**src/rtl/core/lrarb_pkg.sv**
```systemverilog
// shared types and constants for the line ring arbiter
package lrarb_pkg;

  // station count and the index width it needs
  localparam int STATION_COUNT = 8;
  localparam int IDX_W        = (STATION_COUNT > 1) ? $clog2(STATION_COUNT) : 1;

  // widths of the word fields
  localparam int TIME_W   = 32;
  localparam int BITS_W   = 8;
  localparam int STATES_W = 24;
  localparam int GAP_W    = 16;
  localparam int CFG_W    = 16;
  localparam int CFG_IDX_W = 2;

  // configuration register indexes
  typedef enum logic [CFG_IDX_W-1:0] {
    REG_SILENCE_GAP  = 2'd0,
    REG_AMBIENCE_GAP = 2'd1,
    REG_AMBIENCE_MASK = 2'd2
  } cfg_reg_t;

  // configuration reset values
  localparam logic [GAP_W-1:0]  SILENCE_GAP_RST  = 16'd2000;
  localparam logic [GAP_W-1:0]  AMBIENCE_GAP_RST = 16'd10000;
  localparam logic [BITS_W-1:0] AMBIENCE_MASK_RST = 8'd0;

  // time differences below this limit count as elapsed
  localparam logic [TIME_W-1:0] GAP_LIMIT = 32'h7FFF_FFFF;

  // station modes
  typedef enum logic [2:0] {
    MODE_IDLE = 3'd0,
    MODE_WAIT = 3'd1,
    MODE_PLAY = 3'd2,
    MODE_TALK = 3'd3,
    MODE_HANG = 3'd4
  } mode_t;

  // what one lane reports to the merge stage
  typedef struct packed {
    mode_t              mode_cur;
    mode_t              mode_mid;
    mode_t              mode_next;
    logic               leave_play;
    logic [TIME_W-1:0]  age;
  } lane_status_t;

  // merged ringer decision
  typedef struct packed {
    logic             started;
    logic             busy;
    logic [IDX_W-1:0] slot;
  } arb_result_t;

endpackage

```
**src/rtl/core/lrarb_if.sv**
```systemverilog
// valid/ready channels carrying the tick word and the result word

interface lrarb_tick_if;
  logic                              valid;
  logic                              ready;
  logic [lrarb_pkg::TIME_W-1:0]      now_ms;
  logic [lrarb_pkg::BITS_W-1:0]      called_bits;
  logic [lrarb_pkg::BITS_W-1:0]      hook_bits;
  logic                              code_playing;

  modport source (output valid, now_ms, called_bits, hook_bits, code_playing, input ready);
  modport sink   (input valid, now_ms, called_bits, hook_bits, code_playing, output ready);
endinterface

interface lrarb_result_if;
  logic                              valid;
  logic                              ready;
  logic [lrarb_pkg::STATES_W-1:0]    mode_word;
  logic                              ringer_valid;
  logic [2:0]                        ringer_index;
  logic                              ring_started;

  modport source (output valid, mode_word, ringer_valid, ringer_index, ring_started,
                  input ready);
  modport sink   (input valid, mode_word, ringer_valid, ringer_index, ring_started,
                  output ready);
endinterface

```
**src/rtl/core/lrarb_lane.sv**
```systemverilog
// one station lane: mode state machine and wait start time
module lrarb_lane (
  input  logic                          clk,
  input  logic                          rst,
  input  logic                          en,
  input  logic [lrarb_pkg::TIME_W-1:0]  now_ms,
  input  logic                          called,
  input  logic                          hook,
  input  logic                          code_playing,
  input  logic                          ambience,
  input  logic                          grant,
  output lrarb_pkg::lane_status_t       status
);

  lrarb_pkg::mode_t              mode;
  lrarb_pkg::mode_t              mode_mid;
  lrarb_pkg::mode_t              mode_next;
  logic [lrarb_pkg::TIME_W-1:0]  wait_start;
  logic                          enter_wait;

  // per-tick transitions before arbitration
  always_comb begin
    mode_mid = mode;
    case (mode)
      lrarb_pkg::MODE_WAIT: begin
        if (!called)    mode_mid = lrarb_pkg::MODE_IDLE;
        else if (hook)  mode_mid = lrarb_pkg::MODE_TALK;
      end
      lrarb_pkg::MODE_PLAY: begin
        if (!called)            mode_mid = lrarb_pkg::MODE_IDLE;
        else if (hook)          mode_mid = lrarb_pkg::MODE_TALK;
        else if (!code_playing) mode_mid = ambience ? lrarb_pkg::MODE_IDLE
                                                    : lrarb_pkg::MODE_WAIT;
      end
      lrarb_pkg::MODE_TALK: begin
        if (!called || !hook) mode_mid = lrarb_pkg::MODE_HANG;
      end
      lrarb_pkg::MODE_HANG: begin
        if (!called && !hook) mode_mid = lrarb_pkg::MODE_IDLE;
      end
      default: begin
        if (called)     mode_mid = lrarb_pkg::MODE_WAIT;
        else if (hook)  mode_mid = lrarb_pkg::MODE_TALK;
      end
    endcase
  end

  // a granted lane starts ringing
  assign mode_next  = grant ? lrarb_pkg::MODE_PLAY : mode_mid;
  assign enter_wait = (mode_mid == lrarb_pkg::MODE_WAIT) && (mode != lrarb_pkg::MODE_WAIT);

  // report to the merge stage; a fresh wait has age zero
  assign status.mode_cur   = mode;
  assign status.mode_mid   = mode_mid;
  assign status.mode_next  = mode_next;
  assign status.leave_play = (mode == lrarb_pkg::MODE_PLAY) &&
                             (mode_mid != lrarb_pkg::MODE_PLAY);
  assign status.age        = enter_wait ? '0 : (now_ms - wait_start);

  // lane state
  always_ff @(posedge clk) begin
    if (rst) begin
      mode <= lrarb_pkg::MODE_IDLE;
    end else if (en) begin
      mode <= mode_next;
    end
  end

  // wait start stamp, only read while waiting
  always_ff @(posedge clk) begin
    if (en && enter_wait) begin
      wait_start <= now_ms;
    end
  end

endmodule

```
**src/rtl/core/lrarb_merge.sv**
```systemverilog
// merge stage: gap checks and oldest-waiting pick over all lanes
module lrarb_merge (
  input  lrarb_pkg::lane_status_t                 lanes [lrarb_pkg::STATION_COUNT],
  input  logic [lrarb_pkg::STATION_COUNT-1:0]     ambience,
  input  logic [lrarb_pkg::TIME_W-1:0]            now_ms,
  input  logic [lrarb_pkg::TIME_W-1:0]            last_end,
  input  logic [lrarb_pkg::GAP_W-1:0]             silence_gap,
  input  logic [lrarb_pkg::GAP_W-1:0]             ambience_gap,
  output logic [lrarb_pkg::STATION_COUNT-1:0]     grant,
  output lrarb_pkg::arb_result_t                  res
);

  localparam int NP = 1 << lrarb_pkg::IDX_W;

  typedef struct packed {
    logic [lrarb_pkg::TIME_W-1:0] age;
    logic [lrarb_pkg::IDX_W-1:0]  idx;
  } node_t;

  // lower index wins unless the right side is strictly older
  function automatic node_t pick(input node_t a, input node_t b);
    pick = (b.age > a.age) ? b : a;
  endfunction

  logic [lrarb_pkg::TIME_W-1:0]        elapsed;
  logic                                silence_ok;
  logic                                ambience_ok;
  logic                                busy_mid;
  logic                                normal_idle;
  logic [lrarb_pkg::IDX_W-1:0]         play_idx;
  logic [lrarb_pkg::STATION_COUNT-1:0] cand;
  logic                                started;
  node_t                               nodes [2*NP-1];

  // time since the last ring ended, signed window
  assign elapsed     = now_ms - last_end;
  assign silence_ok  = ({16'd0, silence_gap} < elapsed) && (elapsed < lrarb_pkg::GAP_LIMIT);
  assign ambience_ok = ({16'd0, ambience_gap} < elapsed) && (elapsed < lrarb_pkg::GAP_LIMIT);

  // ringer presence and normal-station idleness after the lane step
  always_comb begin
    busy_mid    = 1'b0;
    normal_idle = 1'b1;
    play_idx    = '0;
    for (int i = 0; i < lrarb_pkg::STATION_COUNT; i++) begin
      if (lanes[i].mode_mid == lrarb_pkg::MODE_PLAY) begin
        busy_mid = 1'b1;
        play_idx = play_idx | lrarb_pkg::IDX_W'(i);
      end
      if (!ambience[i] && (lanes[i].mode_mid != lrarb_pkg::MODE_IDLE)) begin
        normal_idle = 1'b0;
      end
    end
  end

  // candidates and tree leaves
  for (genvar i = 0; i < NP; i++) begin : g_leaf
    if (i < lrarb_pkg::STATION_COUNT) begin : g_real
      assign cand[i] = (lanes[i].mode_mid == lrarb_pkg::MODE_WAIT) &&
                       (!ambience[i] || (normal_idle && ambience_ok));
      assign nodes[NP-1+i].age = cand[i] ? lanes[i].age : '0;
    end else begin : g_pad
      assign nodes[NP-1+i].age = '0;
    end
    assign nodes[NP-1+i].idx = lrarb_pkg::IDX_W'(i);
  end

  // oldest-waiting reduction tree
  for (genvar k = 0; k < NP-1; k++) begin : g_node
    assign nodes[k] = pick(nodes[2*k+1], nodes[2*k+2]);
  end

  // a zero age never wins
  assign started = !busy_mid && silence_ok && (nodes[0].age != '0);

  for (genvar i = 0; i < lrarb_pkg::STATION_COUNT; i++) begin : g_grant
    assign grant[i] = started && (nodes[0].idx == lrarb_pkg::IDX_W'(i));
  end

  assign res.started = started;
  assign res.busy    = busy_mid || started;
  assign res.slot    = started ? nodes[0].idx : play_idx;

endmodule

```
**src/rtl/core/line_ring_arbiter.sv**
```systemverilog
// line ring arbiter top level: station lanes, merge stage and result register
//
// Each tick word carries the millisecond time, the called and off-hook bits
// of every station and the code-playing flag. The block answers each tick
// word with exactly one result word: the three-bit mode of every station,
// the station now ringing and whether a new ringer was chosen on this tick.
// Configuration (silence gap, ambience gap, ambience mask) is written over
// cfg_we / cfg_index / cfg_data; the user must write it only while no tick
// is in flight, which the block does not enforce. The result word is
// registered, valid in the cycle after the tick word is taken. Throughput:
// one tick word per cycle while result.ready is high; the lanes and the
// oldest-waiting tree are combinational: each decision feeds the next tick.
// Reset (rst, synchronous): all stations idle, no ringer, last ring end at
// zero, configuration at its defaults, no result pending.
// Stall: the result register holds its word while result.ready is low; a
// new tick word is taken in the same cycle the held word leaves, so ticks
// back up only while the receiver stalls.
module line_ring_arbiter (
  input  logic                              clk,
  input  logic                              rst,
  lrarb_tick_if.sink                        tick,
  lrarb_result_if.source                    result,
  input  logic                              cfg_we,
  input  logic [lrarb_pkg::CFG_IDX_W-1:0]   cfg_index,
  input  logic [lrarb_pkg::CFG_W-1:0]       cfg_data
);

  localparam int N = lrarb_pkg::STATION_COUNT;

  logic                               accept;
  logic [lrarb_pkg::GAP_W-1:0]        silence_gap;
  logic [lrarb_pkg::GAP_W-1:0]        ambience_gap;
  logic [lrarb_pkg::BITS_W-1:0]       ambience_mask;
  logic [lrarb_pkg::TIME_W-1:0]       last_end;
  logic [lrarb_pkg::TIME_W-1:0]       last_end_next;
  logic [N-1:0]                       called;
  logic [N-1:0]                       hook;
  logic [N-1:0]                       ambience;
  logic [N-1:0]                       grant;
  logic [N-1:0]                       leave_play;
  logic [N-1:0]                       playing;
  logic [lrarb_pkg::STATES_W-1:0]     states_next;
  lrarb_pkg::lane_status_t            lanes [N];
  lrarb_pkg::arb_result_t             res;

  // take a tick word when the result register is free or draining
  assign tick.ready = !result.valid || result.ready;
  assign accept     = tick.valid && tick.ready;

  // configuration registers
  always_ff @(posedge clk) begin
    if (rst) begin
      silence_gap   <= lrarb_pkg::SILENCE_GAP_RST;
      ambience_gap  <= lrarb_pkg::AMBIENCE_GAP_RST;
      ambience_mask <= lrarb_pkg::AMBIENCE_MASK_RST;
    end else if (cfg_we) begin
      case (cfg_index)
        lrarb_pkg::REG_SILENCE_GAP:   silence_gap   <= cfg_data;
        lrarb_pkg::REG_AMBIENCE_GAP:  ambience_gap  <= cfg_data;
        lrarb_pkg::REG_AMBIENCE_MASK: ambience_mask <= cfg_data[lrarb_pkg::BITS_W-1:0];
        default: ;
      endcase
    end
  end

  // per-station inputs; stations past the eighth see nothing
  for (genvar i = 0; i < N; i++) begin : g_bits
    if (i < lrarb_pkg::BITS_W) begin : g_wired
      assign called[i]   = tick.called_bits[i];
      assign hook[i]     = tick.hook_bits[i];
      assign ambience[i] = ambience_mask[i];
    end else begin : g_unwired
      assign called[i]   = 1'b0;
      assign hook[i]     = 1'b0;
      assign ambience[i] = 1'b0;
    end
  end

  // station lanes
  for (genvar i = 0; i < N; i++) begin : g_lane
    lrarb_lane u_lane (
      .clk          (clk),
      .rst          (rst),
      .en           (accept),
      .now_ms       (tick.now_ms),
      .called       (called[i]),
      .hook         (hook[i]),
      .code_playing (tick.code_playing),
      .ambience     (ambience[i]),
      .grant        (grant[i]),
      .status       (lanes[i])
    );
    assign leave_play[i] = lanes[i].leave_play;
    assign playing[i]    = (lanes[i].mode_cur == lrarb_pkg::MODE_PLAY);
  end

  // ring end time as seen after the lane step
  assign last_end_next = (|leave_play) ? tick.now_ms : last_end;

  // merge stage
  lrarb_merge u_merge (
    .lanes        (lanes),
    .ambience     (ambience),
    .now_ms       (tick.now_ms),
    .last_end     (last_end_next),
    .silence_gap  (silence_gap),
    .ambience_gap (ambience_gap),
    .grant        (grant),
    .res          (res)
  );

  // pack the next station modes
  always_comb begin
    states_next = '0;
    for (int i = 0; i < N && i < lrarb_pkg::STATES_W / 3; i++) begin
      states_next[3*i +: 3] = lanes[i].mode_next;
    end
  end

  // ring end time
  always_ff @(posedge clk) begin
    if (rst) begin
      last_end <= '0;
    end else if (accept) begin
      last_end <= last_end_next;
    end
  end

  // result word valid
  always_ff @(posedge clk) begin
    if (rst) begin
      result.valid <= 1'b0;
    end else if (accept) begin
      result.valid <= 1'b1;
    end else if (result.ready) begin
      result.valid <= 1'b0;
    end
  end

  // result word payload
  always_ff @(posedge clk) begin
    if (accept) begin
      result.mode_word    <= states_next;
      result.ringer_valid <= res.busy;
      result.ringer_index <= res.busy ? 3'(res.slot) : 3'd0;
      result.ring_started <= res.started;
    end
  end

  // never more than one station ringing
  a_one_ringer: assert property (@(posedge clk) disable iff (rst)
    $onehot0(playing))
    else $error("more than one station in ring playing");

  // a grant only goes to a single station and only with a start
  a_grant_start: assert property (@(posedge clk) disable iff (rst)
    accept |-> ($onehot0(grant) && ((|grant) == res.started)))
    else $error("grant vector disagrees with ring start");

  // a fresh start always shows a ringer
  a_start_ringer: assert property (@(posedge clk) disable iff (rst)
    (result.valid && result.ring_started) |-> result.ringer_valid)
    else $error("ring started without a ringer");

  // every taken tick produces a result word next cycle
  a_tick_result: assert property (@(posedge clk) disable iff (rst)
    accept |=> result.valid)
    else $error("tick word taken but no result word");

endmodule

```
**src/flat_wrapper.sv**
```systemverilog
// flat-port wrapper written by rule: the top's interface ports become plain ports
module line_ring_arbiter_flat 
  (clk, rst, cfg_we, cfg_index, cfg_data, tick_valid, tick_now_ms, tick_called_bits, tick_hook_bits, tick_code_playing, tick_ready, result_valid, result_mode_word, result_ringer_valid, result_ringer_index, result_ring_started, result_ready);
  lrarb_tick_if tick_i ();
  lrarb_result_if result_i ();
  input  logic clk;
  input  logic rst;
  input  logic cfg_we;
  input  logic [lrarb_pkg::CFG_IDX_W-1:0] cfg_index;
  input  logic [lrarb_pkg::CFG_W-1:0] cfg_data;
  input wire logic [$bits(tick_i.valid)-1:0] tick_valid;
  input wire logic [$bits(tick_i.now_ms)-1:0] tick_now_ms;
  input wire logic [$bits(tick_i.called_bits)-1:0] tick_called_bits;
  input wire logic [$bits(tick_i.hook_bits)-1:0] tick_hook_bits;
  input wire logic [$bits(tick_i.code_playing)-1:0] tick_code_playing;
  output wire logic [$bits(tick_i.ready)-1:0] tick_ready;
  output wire logic [$bits(result_i.valid)-1:0] result_valid;
  output wire logic [$bits(result_i.mode_word)-1:0] result_mode_word;
  output wire logic [$bits(result_i.ringer_valid)-1:0] result_ringer_valid;
  output wire logic [$bits(result_i.ringer_index)-1:0] result_ringer_index;
  output wire logic [$bits(result_i.ring_started)-1:0] result_ring_started;
  input wire logic [$bits(result_i.ready)-1:0] result_ready;
  assign tick_i.valid = tick_valid;
  assign tick_i.now_ms = tick_now_ms;
  assign tick_i.called_bits = tick_called_bits;
  assign tick_i.hook_bits = tick_hook_bits;
  assign tick_i.code_playing = tick_code_playing;
  assign tick_ready = tick_i.ready;
  assign result_valid = result_i.valid;
  assign result_mode_word = result_i.mode_word;
  assign result_ringer_valid = result_i.ringer_valid;
  assign result_ringer_index = result_i.ringer_index;
  assign result_ring_started = result_i.ring_started;
  assign result_i.ready = result_ready;
  line_ring_arbiter u_core (.clk(clk), .rst(rst), .tick(tick_i), .result(result_i), .cfg_we(cfg_we), .cfg_index(cfg_index), .cfg_data(cfg_data));
endmodule
```
**config.mk**
```make
export PLATFORM = sky130hd
export DESIGN_NAME = line_ring_arbiter_flat
export DESIGN_NICKNAME = d
export VERILOG_FILES = /design/src/rtl/core/lrarb_pkg.sv /design/src/rtl/core/lrarb_if.sv /design/src/rtl/core/lrarb_lane.sv /design/src/rtl/core/lrarb_merge.sv /design/src/rtl/core/line_ring_arbiter.sv /design/src/flat_wrapper.sv
export SDC_FILE = /design/constraint.sdc
export NUM_CORES = 2
export LEC_CHECK = 0
export CORE_UTILIZATION = 55
export CTS_BUF_LIST = sky130_fd_sc_hd__clkbuf_8
export DETAILED_ROUTE_END_ITERATION = 6
export DONT_BUFFER_PORTS = 1
export PLACE_DENSITY = 0.75
export SYNTH_ARGS = -nofsm -noshare
export SYNTH_HDL_FRONTEND = slang
export SYNTH_SLANG_ARGS = --single-unit
```
**constraint.sdc**
```tcl
create_clock -name clk -period 24.1 [get_ports clk]
set_input_delay 4.82 -clock clk [delete_from_list [all_inputs] [get_ports clk]]
set_output_delay 4.82 -clock clk [all_outputs]
set_load 0.01 [all_outputs]
```
# [Word-level counts from Yosys, hierarchy flattened]
# Index checks and enable logic that the tools add are counted.
[op_classes] n_addsub=9 magnitude_cmp=10 eq_ne=73 mux=138 reduce_logical=122
[ops] op="$mux 32" n=17
[ops] op="$sub 32x32->32" n=9
[ops] op="$mux 35" n=7
[ops] op="$mux 3" n=77
[ops] op="$gt 32x32->1" n=7
[ops] op="$pmux 3 s4" n=8
[ops] op="$eq 3x2->1 const B" n=26
[ops] op="$lt 16x32->1" n=2
[ops] op="$logic_and 1x1->1" n=62
[ops] op="$eq 3x1->1 const B" n=17
[ops] op="$eq 3x3->1 const B" n=12
[ops] op="$lt 32x31->1 const B" n=1
[ops] op="$reduce_bool 32->1" n=1
[ops] op="$mux 1" n=27
[ops] op="$logic_not 1->1" n=26
[ops] op="$ne 3x1->1 const B" n=8
[ops] op="$ne 3x2->1 const B" n=8
[ops] op="$reduce_bool 3->1" n=8
[ops] op="$logic_or 1x1->1" n=18
[ops] op="$reduce_or 8->1" n=1
[ops] op="$reduce_and 2->1" n=3
[ops] op="$mux 2" n=2
[ops] op="$logic_not 3->1" n=1
[ops] op="$eq 2x1->1 const B" n=1
[ops] op="other kinds (3)" n=3
[totals] reg_bits=382 inputBits=72 elab_cells=377

# [Depth between registers and ports, before layout]
[logic_depth] word_depth=29 depth_mapped=89

# [By module]
# A second synthesis with hierarchy kept.
[hier_totals] cells_unflattened=5407 hier_area_um2=44076.0
[by_module_without_submodules] mod="lrarb_lane at u_core.g_lane[0].u_lane ..." instances=7 cells_each=397 area_per_inst_um2=3369.5 seq_area_each_um2=1021.0
[by_module_without_submodules] mod="lrarb_merge" instances=1 cells_each=1846 area_per_inst_um2=12911.1 seq_area_each_um2=0.0
[by_module_without_submodules] mod="line_ring_arbiter" instances=1 cells_each=383 area_per_inst_um2=4210.3 seq_area_each_um2=2332.2
[by_module_without_submodules] mod="lrarb_lane at u_core.g_lane[2].u_lane" instances=1 cells_each=399 area_per_inst_um2=3368.2 seq_area_each_um2=1021.0

# [Least setup slack after synthesis]
# Ideal clock, no wire load.
[synth_path] path_type="in2reg" from="input tick_hook_bits[0]" to="register u_core.result.ringer_index[1], data pin" t_arrival_ns=20.483 required_ns=23.840 setup_slack_ns=3.356 cell_stages=84 n_path_buf=15 path_cell_list="clkbuf_1 nor2_1 o311ai_1 or4_1 buf_2 clkbuf_1 clkbuf_1 buf_1 mux2i_1 ha_1 nor2_1 a211oi_1 o31ai_1 a31o_2 a21oi_1 o211ai_1 and3_1 o31ai_1 (+48 left out) o21a_1 o21ai_0 nand2b_1 a21oi_1 nor2b_1 o21a_1 o21bai_1 a21o_1 a21oi_1 inv_1 or4b_1 nor4b_1 a41o_2 a31oi_2 buf_6 buf_2 nor2_1 a21oi_1"
[synth_lines] element="start, declared" line_no="flat_wrapper.sv:14" source="input wire logic [$bits(tick_i.hook_bits)-1:0] tick_hook_bits;"
[synth_lines] element="end signal, assigned" line_no="line_ring_arbiter.sv:145" source="result.ringer_index <= res.busy ? 3'(res.slot) : 3'd0;"
[synth_lines] element="end, declared" line_no="lrarb_if.sv:23" source="modport source (output valid, mode_word, ringer_valid, ringer_index, ring_started,"

# [Final worst setup path]
[layout_path] from="input tick_hook_bits[2]" to="register u_core.g_lane[5].u_lane.mode[0]"
[layout_between] elab_chain_len=26
[layout_lines] element="$logic_not 1->1" line_no="lrarb_lane.sv:36, lrarb_lane.sv:39"
[layout_lines] element="$logic_and 1x1->1 / $logic_or 1x1->1 (equally long branches)" line_no="lrarb_lane.sv:39, lrarb_lane.sv:36"
[layout_lines] element="$mux 3, on equally long branches" line_no="lrarb_lane.sv:39, lrarb_lane.sv:36"
[layout_lines] element="$pmux 3 s4 *" line_no="lrarb_lane.sv:24" source="case (mode)"
[layout_lines] element="parallel branches: the longest is 20 deep, another holds $sub 32x32->32"
[layout_lines] element="$logic_and 1x1->1 *" line_no="lrarb_merge.sv:77" source="assign grant[i] = started && (nodes[0].idx == lrarb_pkg::IDX_W'(i));"
[layout_lines] element="$mux 3 *" line_no="lrarb_lane.sv:49" source="assign mode_next = grant ? lrarb_pkg::MODE_PLAY : mode_mid;"
[layout_lines] element="end signal, assigned" line_no="lrarb_lane.sv:63" source="mode <= lrarb_pkg::MODE_IDLE;"
[layout_lines] element="end signal, assigned" line_no="lrarb_lane.sv:65" source="mode <= mode_next;"
[layout_lines] element="end, declared" line_no="lrarb_lane.sv:15" source="lrarb_pkg::mode_t mode;"
# Mark *: on every way between the ends.
# A chain may end at the register's enable or synchronous reset.

==> results.md <==
- Layout cells sized above 1: 0.0500
- Clock buffer depth: 3
- Met3 Routed Length: 13700 microns
- Starting density of the core: 0.560
- Final clock skew: just over 0.05 ns
- Tightest Hold Check Type: reg2reg
- Slack of the critical path: roughly 1.2 ns
- Power Density: ~130 nW/um^2
- Clock Latency Late Sink: ~0.70 ns
- Count of cell types in the netlist: between 100 and 150
- Final setup viols: 0
- CTS root buffer: clkbuf_8
- Critical path data required time: ~25 ns
- RSZ-0062 raised after global routing: false
- Post-CTS Setup Bufs: 0
- Slew Viols, Final: 0
- Post-CTS Hold Fix Bufs: 0
- CTS tree: done
- Routed Antenna Nets: 0
- All-Layer GR Usage: 0.350
- Highest routed layer: met4
- Remaining global-route overflow: 0
- Max rail drop VDD: approximately 0.16 mV
- Top_reg_cell synth: edfxtp_1
- P_leak: approximately 18 nW
- Residual DRC: 1
- Clk pin slew, worst setup/hold paths: around 0.060 ns
- Initial antenna violation count: 4
- Number of synthesized register bits: roughly 380
- Highest clock rate: 43.7 MHz
- Worst hold stages: 2
- Final Cycle Share: 0.950
- Die W: roughly 270 microns
- Max-cap check violation count: 0
- Crit-path max cell delay: approximately 1.1 ns
- Reg2reg end: u_core.g_lane[5].u_lane.mode[0]
- Synth async-reset ratio: 0
- Die area: between 70000 and 80000 sq um
- Nets: 5206
- DP HPWL: roughly 95000 microns
- Synthesis Warnings: 0
- Critical R2R Launch: u_core.g_lane[2].u_lane.mode[1]
- Cell count along the critical path: 78
- Crit path max-delay cell type: or4_2
- Worst hold margin: roughly 0.46 ns
- Critical path class: in2reg
- CTS Buf Count: 72
- Reg2reg path depth: 78
- Post-Route M1 WL: between 50000 and 60000 microns
- WP data arrival: between 20 and 25 ns
- Final wirelength: roughly 130000 microns
- Fin util: 0.592
- Post-synthesis sequential area ratio: 0.272
- Startpoint types: input port
- CTS sink count: about 380
- H-tree depth: 3
- Worst path bufs/invs: 5
- Core Box Area: 69100 sq um
- Failing checks: design-rule violations
- GPL Wtd Cong: 1.10
- Post-Synthesis Cell Area: roughly 39000 sq um
- DR vias: between 30000 and 40000
- Rows: 96
- Fin. Hold Viols: 0
- Die height: 267 microns
- TritonRoute pass-1 iters: 7
- Avg Synthesized Cell Area: 8.32 sq um
- Post-Synthesis Cells: between 4000 and 5000
- Status: finished, violations left
- Post-CTS Resized: 0
- Crit. Startpoint: tick_hook_bits[2]
- Setup Slack @ Placement: 1.09 ns
- Worst Max-Slew Pin Slew: ~1.3 ns
- First-pass GRT wire length: about 190000 microns
- Cell family with most CP delay: compound AO/OA/AOI/OAI gates
- WL met2: ~53000 microns
- Setup crit end: u_core.g_lane[5].u_lane.mode[0]
- Crit end category: register
- Largest net degree at the start of global routing: 86
- Drt wl/cell: between 20 and 25 microns
- Worst slew margin: 0.119
- Initial DRC Count: ~3800
- # port buffers: 0
- Pwr Total: between 5 and 6 mW
- Area grow syn2layout: 5.72%
- Crit path time final: between 20 and 25 ns
- IO Pins: slightly above 100
- DR vias/cell: between 6 and 7
- Vias in the first global route: roughly 32000
- Critical path fanouts, max: 26
- Worst R2R Setup Slack: about 4.8 ns
- CP dominant cell by count: a21o_1
- TNS Setup: 0 ns
- EDFF count, synth: roughly 290
- Synth Net Count: ~5200
Yosys cell counts (97+ instances only):
library cell / n / area share
a21o_1: 168 / 0.033
a21oi_1: 349 / 0.045
clkbuf_1: 113 / 0.011
dfxtp_1: 97 / 0.050
edfxtp_1: 285 / 0.22
ha_1: 522 / 0.17
inv_1: 389 / 0.038
nand2_1: 436 / 0.042
nor2_1: 397 / 0.039
nor2b_1: 111 / 0.018
o21a_1: 106 / 0.021
o21ai_0: 238 / 0.031
xnor2_1: 151 / 0.034
xor2_1: 109 / 0.025
state kept, by name (all words and copies together), names as in the netlist:
register	count
u_core.ambience	8
u_core.ambience_gap	16
u_core.g_lane.u_lane.mode	24
u_core.g_lane.u_lane.wait_start	256
u_core.last_end	32
u_core.result.mode_word	24
u_core.result.ring_started	1
u_core.result.ringer_index	3
u_core.result.ringer_valid	1
u_core.result.valid	1
u_core.silence_gap	16
final cells by class:
class	count	area (sq um)
inverters	389	1460
clock inverters	52	236
multi-input cells	3724	26200
diodes	1	2.50
clock buffers	78	1070
fillers	6286	28200
well taps	931	1160
repair buffers	34	255
flip-flops and latches	382	10500
worst min-delay path by stage:
stage,startpoint,to,slack (ns)
after global routing,u_core.ambience_gap[11],u_core.ambience_gap[11],0.47
final,u_core.ambience_gap[11],u_core.ambience_gap[11],0.46
after floorplan,u_core.ambience_gap[0],u_core.ambience_gap[0],0.44
after detailed placement,u_core.ambience_gap[6],u_core.ambience_gap[6],0.45
after CTS,u_core.ambience_gap[6],u_core.ambience_gap[6],0.46
after global placement,u_core.ambience_gap[6],u_core.ambience_gap[6],0.44
layer usage:
metal	up-vias	GRT usage
li1	16900	-
met1	16800	0.482
met2	1579	0.524
met3	259	0.0831
met4	0	0.143
met5	-	0
stage by stage:
stage / instances / cell area (sq um)
2_1_floorplan: 4646 / 38600
3_3_place_gp: 5460 / 39500
3_5_place_dp: 5460 / 39500
4_1_cts: 5590 / 40900
5_1_grt: 5591 / 40900
6_report: 5591 / 40900
worst register-to-register path, delay by kind of cell (launching register included):
| family | cells | cell delay, ns |
|---|---|---|
| compound gates | 45 | 9.93 |
| mux | 1 | 0.52 |
| buf+inv | 5 | 1.43 |
| fa+ha+maj | 5 | 1.48 |
| simple gates | 22 | 5.27 |
| flops | 1 | 0.56 |
power by group:
part           total [mW]  switching (mW)  leakage [nW]  internal (mW)
Combinational        3.83            2.43          13.9           1.40
Sequential          0.891          0.0661          3.45          0.825
Clock               0.607           0.308         0.778          0.299
Total                5.33            2.81          18.2           2.52
placed cells by master (no fill, tap or decap), drive strengths merged, types with 50 or more instances in the layout:
cell type  instances
a211oi            70
a21o             168
a21oi            350
a22oi             55
and2              50
clkbuf            78
dfxtp             97
edfxtp           285
ha               522
inv              420
nand2            437
nand2b            73
nand3             86
nand4             70
nor2             398
nor2b            111
nor3              75
o21a             106
o21ai            243
xnor2            151
xor2             109
logic make-up after synthesis:
| family | synth area share |
|---|---|
| multiplexers | 0.0138 |
| XOR/XNOR | 0.0589 |
| adder cells (fa/ha/maj) | 0.175 |
| flip-flops | 0.272 |
| buffers and inverters | 0.0541 |
| AO/OA/AOI/OAI | 0.242 |
| AND/OR/NAND/NOR | 0.185 |
Note: power is estimated with default switching activity, not from simulation.
